`config.mk`:
```
export PLATFORM = sky130hd
export DESIGN_NAME = utf8_stream_decoder_unit
export DESIGN_NICKNAME = d
export VERILOG_FILES = /design/src/utf8d_pkg.sv /design/src/utf8_stream_decoder_unit.sv /design/src/utf8d_step.sv
export SDC_FILE = /design/constraint.sdc
export NUM_CORES = 1
export LEC_CHECK = 0
export BUFFER_PORTS_ARGS = -buffer_cell sky130_fd_sc_hd__buf_2
export CORE_AREA = 4 4 99 101
export CTS_BUF_LIST = sky130_fd_sc_hd__clkbuf_16
export DETAILED_ROUTE_END_ITERATION = 7
export DIE_AREA = 0 0 103 105
export SYNTH_ARGS = -nofsm -noshare
export SYNTH_HDL_FRONTEND = slang
export SYNTH_SLANG_ARGS = --single-unit
```
`constraint.sdc`:
```
create_clock -name clk_i -period 3.42 [get_ports clk_i]
set_input_delay 0.171 -clock clk_i [delete_from_list [all_inputs] [get_ports clk_i]]
set_output_delay 0.171 -clock clk_i [all_outputs]
set_load 0.005 [all_outputs]
```
`src/utf8d_pkg.sv`:
```
package utf8d_pkg;

  localparam int unsigned ByteW  = 8;
  localparam int unsigned CpW    = 31;
  localparam int unsigned PendW  = 3;
  localparam int unsigned ContW  = 6;

  localparam logic [ByteW-1:0] InvalidLead = 8'hfe;
  localparam logic [1:0]       ContTag     = 2'b10;
  localparam logic [PendW-1:0] PendMax     = 3'd5;

  // Open-sequence state carried between beats.
  typedef struct packed {
    logic [PendW-1:0] pending;
    logic [CpW-1:0]   partial;
  } seq_state_t;

  // One decode result.
  typedef struct packed {
    logic           valid;
    logic [CpW-1:0] code_point;
    logic           error;
  } result_t;

  // Sequence length (1..6) of a lead byte below 0xFE.
  function automatic logic [PendW-1:0] lead_length(input logic [ByteW-1:0] b);
    logic [PendW-1:0] len;
    len = 3'd1;
    unique case (b) inside
      [8'h00:8'hbf]: len = 3'd1;
      [8'hc0:8'hdf]: len = 3'd2;
      [8'he0:8'hef]: len = 3'd3;
      [8'hf0:8'hf7]: len = 3'd4;
      [8'hf8:8'hfb]: len = 3'd5;
      default:       len = 3'd6;
    endcase
    return len;
  endfunction

  // Payload mask of a lead byte, by sequence length.
  function automatic logic [ByteW-1:0] lead_mask(input logic [PendW-1:0] len);
    logic [ByteW-1:0] m;
    m = 8'h00;
    unique case (len)
      3'd1:    m = 8'h7f;
      3'd2:    m = 8'h1f;
      3'd3:    m = 8'h0f;
      3'd4:    m = 8'h07;
      3'd5:    m = 8'h03;
      3'd6:    m = 8'h01;
      default: m = 8'h00;
    endcase
    return m;
  endfunction

endpackage

```
`src/utf8_stream_decoder_unit.sv`:
```
// UTF-8 stream decoder (original encoding, sequences of up to six bytes).
//
// Input channel: one byte per beat (data_byte_i, last_byte_i) under
// in_valid_i / in_ready_o. Set last_byte_i on the final byte of a stream;
// a sequence still open after it reports an error.
// Output channel: at most one result per input beat (code_point_o, error_o)
// under out_valid_o / out_ready_i. A result appears when a sequence
// completes, on an invalid lead (0xFE, 0xFF), on a non-continuation byte
// inside a sequence (that byte is dropped too), or on truncation.
//
// Path: the input register feeds one pass of decode logic into the result
// register. Throughput: one byte per cycle sustained while the receiver does
// not stall; the decode step is a shift-or into the accumulator, all
// within one register-to-register path.
//
// Reset clears the open sequence and both register stages. When the
// receiver stalls, the result register holds its beat; the input register
// keeps accepting as long as the byte it holds can move on, i.e. it is a
// byte that yields no result or the result register is empty or draining.
module utf8_stream_decoder_unit
  import utf8d_pkg::*;
(
  input  logic             clk_i,
  input  logic             rst_ni,
  input  logic             in_valid_i,
  output logic             in_ready_o,
  input  logic [ByteW-1:0] data_byte_i,
  input  logic             last_byte_i,
  output logic             out_valid_o,
  input  logic             out_ready_i,
  output logic [CpW-1:0]   code_point_o,
  output logic             error_o
);

  // Input register stage.
  logic             s1_valid_q;
  logic [ByteW-1:0] s1_byte_q;
  logic             s1_last_q;

  // Sequence state and result register.
  seq_state_t       seq_q;
  seq_state_t       seq_d;
  result_t          res_d;
  logic             out_valid_q;
  logic [CpW-1:0]   out_cp_q;
  logic             out_err_q;

  logic out_free;
  logic s1_adv;

  utf8d_step u_step (
    .data_byte_i (s1_byte_q),
    .last_byte_i (s1_last_q),
    .state_i     (seq_q),
    .state_o     (seq_d),
    .result_o    (res_d)
  );

  // The result register can take a new beat when empty or being drained.
  assign out_free   = !out_valid_q || out_ready_i;
  // Advance the held byte when it produces nothing or there is room.
  assign s1_adv     = s1_valid_q && (!res_d.valid || out_free);
  assign in_ready_o = !s1_valid_q || s1_adv;

  always_ff @(posedge clk_i or negedge rst_ni) begin
    if (!rst_ni) begin
      s1_valid_q  <= 1'b0;
      seq_q       <= '0;
      out_valid_q <= 1'b0;
    end else begin
      if (in_ready_o) begin
        s1_valid_q <= in_valid_i;
      end
      if (s1_adv) begin
        seq_q <= seq_d;
      end
      if (out_free) begin
        out_valid_q <= s1_adv && res_d.valid;
      end
    end
  end

  // Payload registers: no reset needed.
  always_ff @(posedge clk_i) begin
    if (in_ready_o && in_valid_i) begin
      s1_byte_q <= data_byte_i;
      s1_last_q <= last_byte_i;
    end
    if (out_free && s1_adv && res_d.valid) begin
      out_cp_q  <= res_d.code_point;
      out_err_q <= res_d.error;
    end
  end

  assign out_valid_o  = out_valid_q;
  assign code_point_o = out_cp_q;
  assign error_o      = out_err_q;

  // An error beat never carries a code point.
  assert property (@(posedge clk_i) disable iff (!rst_ni)
    out_valid_o && error_o |-> code_point_o == '0)
    else $error("error result with nonzero code point");

  // At most five continuation bytes are ever outstanding.
  assert property (@(posedge clk_i) disable iff (!rst_ni)
    seq_q.pending <= PendMax)
    else $error("pending count out of range");

  // A byte held back by a stalled receiver stays in the input register.
  assert property (@(posedge clk_i) disable iff (!rst_ni)
    s1_valid_q && !s1_adv |=> s1_valid_q && $stable(s1_byte_q))
    else $error("held input byte lost");

  // The sequence state changes only when the input register advances.
  assert property (@(posedge clk_i) disable iff (!rst_ni)
    !s1_adv |=> $stable(seq_q))
    else $error("sequence state changed without an advancing byte");

endmodule

```
`src/utf8d_step.sv`:
```
module utf8d_step
  import utf8d_pkg::*;
(
  input  logic [ByteW-1:0] data_byte_i,
  input  logic             last_byte_i,
  input  seq_state_t       state_i,
  output seq_state_t       state_o,
  output result_t          result_o
);

  logic [PendW-1:0] len;
  logic [PendW-1:0] pend_dec;
  logic [CpW-1:0]   acc;

  assign len      = lead_length(data_byte_i);
  assign pend_dec = state_i.pending - 3'd1;
  assign acc      = {state_i.partial[CpW-ContW-1:0], data_byte_i[ContW-1:0]};

  always_comb begin
    state_o  = state_i;
    result_o = '0;
    if (state_i.pending == '0) begin
      if (data_byte_i >= InvalidLead) begin
        result_o.valid = 1'b1;
        result_o.error = 1'b1;
      end else if (len == 3'd1) begin
        result_o.valid      = 1'b1;
        result_o.code_point = CpW'(data_byte_i & lead_mask(len));
      end else if (last_byte_i) begin
        state_o.partial = '0;
        result_o.valid  = 1'b1;
        result_o.error  = 1'b1;
      end else begin
        state_o.partial = CpW'(data_byte_i & lead_mask(len));
        state_o.pending = len - 3'd1;
      end
    end else if (data_byte_i[7:6] != ContTag) begin
      // drop both the open sequence and this byte
      state_o        = '0;
      result_o.valid = 1'b1;
      result_o.error = 1'b1;
    end else if (pend_dec == '0) begin
      state_o             = '0;
      result_o.valid      = 1'b1;
      result_o.code_point = acc;
    end else if (last_byte_i) begin
      state_o        = '0;
      result_o.valid = 1'b1;
      result_o.error = 1'b1;
    end else begin
      state_o.pending = pend_dec;
      state_o.partial = acc;
    end
  end

endmodule

```
==> results.md <==
- Status: finished, final reports clean
- Global Route Usage Sum: 11.5%
- Die height: 105 µm
- CP arrival: 2510 ps
- Die area: 10800 µm²
- CTS sink count: roughly 70
- Detailed placer's ending HPWL: 3940 µm
- Die width: 103 µm
- # IOs: 47
- Setup TNS Final: 0 ps
- Synthesis-to-finish area growth: 23.5%
- Sequential share of the synthesized area: 64.9%
- Worst-Skew Late Latency: around 330 ps
- Setup CP Type: reg -> reg
- Global route total overflow: 0
- CP Launch Point: seq_q[31]$_DFFE_PN0P_
- R2r endpoint: code_point_o[0]$_DFFE_PP_
- Initial Util: 33.9%
- Max Buffers Root-to-Sink: 2
- Tot Pwr: roughly 2.8 mW
- Mapped Area: 3050 µm²
- Final ANT Viol Nets: 0
- Pwr Density: between 700 and 800 nW/µm²
- Worst Tran Pin Value: approximately 690 ps
- RSZ-0062 raised after global routing: no
- Number of unique standard cell types used by synthesis: 38
- Top FF cell, synth: edfxtp_1
- Max_cap viols: 0
- Post-synth EDFFs: 41
- DR iter-0 viols: 67
- Post-DR wirelength/cell: approximately 13 µm
- Async SR Flop Fraction: a little over two fifths
- Synth top area cells: edfxtp_1 40%, dfrtp_1 25%, nand2_1 6.9%
- Final GP Congestion: 0.844
- Fmax achieved: 396 MHz
- Rows: 35
- Power share of the sequential group: 41.6%
- Number of port buffers: 46
- CTS tree: yes
- CP Capture Type: flop
- Synth warnings: 0
- Reg2Reg Launch Point: seq_q[31]$_DFFE_PN0P_
- Clock Power Share: 35.9%
- Leak: 1.55 nW
- First-pass GRT wire length: 9580 µm
- Mean post-synth cell area: 11.7 µm²
- TritonCTS buffer count: 9
- #FFs+latches synth: slightly above 70
- Clock Skew: 4.84 ps
- Hold Startpoint: data_byte_i[7]
- Router iterations before antenna repair: 4
- Pre-CTS setup slack: 896 ps
- Sw Ratio: 29.6%
- Slew HR: 54.1%
- CTS H-Tree Depth: 3
- Share of total power in combinational logic: 22.6%
- WL final: 5660 µm
- R2r setup slk: slightly below 900 ps
- Antenna Cells: 0
- Pins Over Slew Limit: 0
- P_sw: 0.814 mW
- Synth area leader: edfxtp_1
- Worst-path clk slew: 60 ps
- Final WS setup: 892 ps
- Finished Core Util: between 40% and 50%
- VDD IR-drop max: 319 µV
- Fraction of layout cells with a size suffix above 1: 22.6%
- Share of the synthesized area in the top cell type: 40.3%
- CP Launch Type: flop
- Nets: 334
- Worst EP required: between 3000 and 4000 ps
- Via/cell ratio: 4.71
- Initial antenna violation count: 0
- Mapped Cells: 262
- Root buffer cell: clkbuf_16
- Synth top cells by count: 56 x nand2_1, 41 x edfxtp_1, 31 x and2_1
- Core ar.: ~9000 µm²
- Number of global-route vias before repair: 1975
- Int Power: roughly 1.9 mW
- Hold WC Path Type: in -> reg
- Count leader, synth: nand2_1
- Min Tclk post-route: 2530 ps
- Final Hold Fails: 0
- Endpoint, Worst Hold: s1_byte_q[7]$_DFFE_PP_
- FF-to-FF path depth: 8
- Period utilisation layout: 73.9%
- Largest net degree at the start of global routing: 51
- Hold Path Stages: 1
- Filler cells: 867
- Crit path max fanout: 32
- Synth Net Count: 282
- CTS-repair resized insts: 0
- Vias: 2027
- Final setup violation count: 0
- DRC violation count after routing: 0
-- cells by family after synthesis --
kind of cell               count (synthesis)  synth area share (%)
DFF                                       71                  64.9
and+or+nand+nor                          113                  18.1
xor gates and xnor gates                   2                 0.574
AOI/OAI and AO/OA                         52                  11.3
adders and majority gates                  7                  2.87
muxes                                      1                 0.328
buffers and inverters                     16                  1.97
-- state kept, by name, indices dropped and copies added, names as in the netlist --
register      flops
s1_byte_q         8
error_o           1
seq_q            28
s1_last_q         1
code_point_o     31
out_valid_o       1
s1_valid_q        1
-- critical path: stages, from the launching register on --
cell and delay, ps:
dfrtp_1 390, inv_1 100, ha_1 250, nor2b_1 530, nor3_1 160, nand2_1 140
nand3_1 110, nor2_2 90, buf_4 370
-- cell type report --
| cell class | count | area (µm²) | share of cell area, % |
|---|---|---|---|
| clock buffer | 9 | 225 | 5.97 |
| clock inverter | 7 | 96.3 | 2.55 |
| inverter | 5 | 18.8 | 0.498 |
| multi-input combinational | 175 | 1030 | 27.3 |
| sequential | 71 | 1980 | 52.5 |
| tap | 111 | 139 | 3.68 |
| timing repair buffer | 52 | 280 | 7.43 |
-- cell usage in the layout, fill, tap and decap left out, types with 2 or more instances in the layout --
master         synthesis  routed
clkinvlp_4             0       2
o21ai_0                8       8
a21o_1                 2       2
inv_1                  5       6
a21oi_1                3       3
and3_1                 2       2
xnor2_1                2       2
clkbuf_16              0       9
nor2_1                 5       4
nand2_1               56      56
nor4_1                 2       2
nand4_1                2       2
o21ai_1               25      25
inv_6                  0       2
nor2b_1                2       2
edfxtp_1              41      41
and2_1                31      31
ha_1                   7       7
bufinv_16              0       2
dfrtp_1               30      30
nor3_1                 3       3
buf_4                  0       4
nand2b_1               6       6
dlygate4sd3_1          0       2
buf_2                  0      46
-- power groups by stage --
stage / Sequential (mW) / Clock (mW) / Combinational [mW]
5_1_grt: 1.16 / 1.06 / 0.698
6_report: 1.14 / 0.987 / 0.621
3_5_place_dp: 1.16 / 0 / 0.630
4_1_cts: 1.15 / 1.02 / 0.632
3_3_place_gp: 1.16 / 0 / 0.625
2_1_floorplan: 1.16 / 0 / 0.411
-- timing repair --
| item | 4_1_cts | 5_1_grt |
|---|---|---|
| hold buffers | 1 | 1 |
| hold endpoints to repair | 30 | 1 |
| buffers inserted | 0 | 0 |
-- metal layers --
layer	routed length, µm	global-route usage (%)
met5	0	0
met4	70	3.61
met3	307	4.54
met2	2820	18.3
met1	2470	14.2
-- per-stage QoR --
step                      cell area (µm²)  hold slack (ps)  std cells
final                                3770             18.9        430
after global routing                 3770             1.29        430
after CTS                            3760            0.964        429
after detailed placement             3430              259        412
after global placement               3430              254        412
after floorplan                      3050             -125        262
-- worst max path at each step --
stage / to / slack (ps) / cells past startpoint
4_1_cts: code_point_o[5]$_DFFE_PP_ / 890 / 8
3_5_place_dp: code_point_o[18]$_SDFFCE_PP0P_ / 900 / 8
2_1_floorplan: code_point_o[0]$_DFFE_PP_ / 210 / 8
5_1_grt: code_point_o[8]$_SDFFCE_PP0P_ / 670 / 8
6_report: code_point_o[0]$_DFFE_PP_ / 890 / 8
3_3_place_gp: code_point_o[30]$_SDFFCE_PP0P_ / 960 / 8
(Power assumes the default switching activity.)
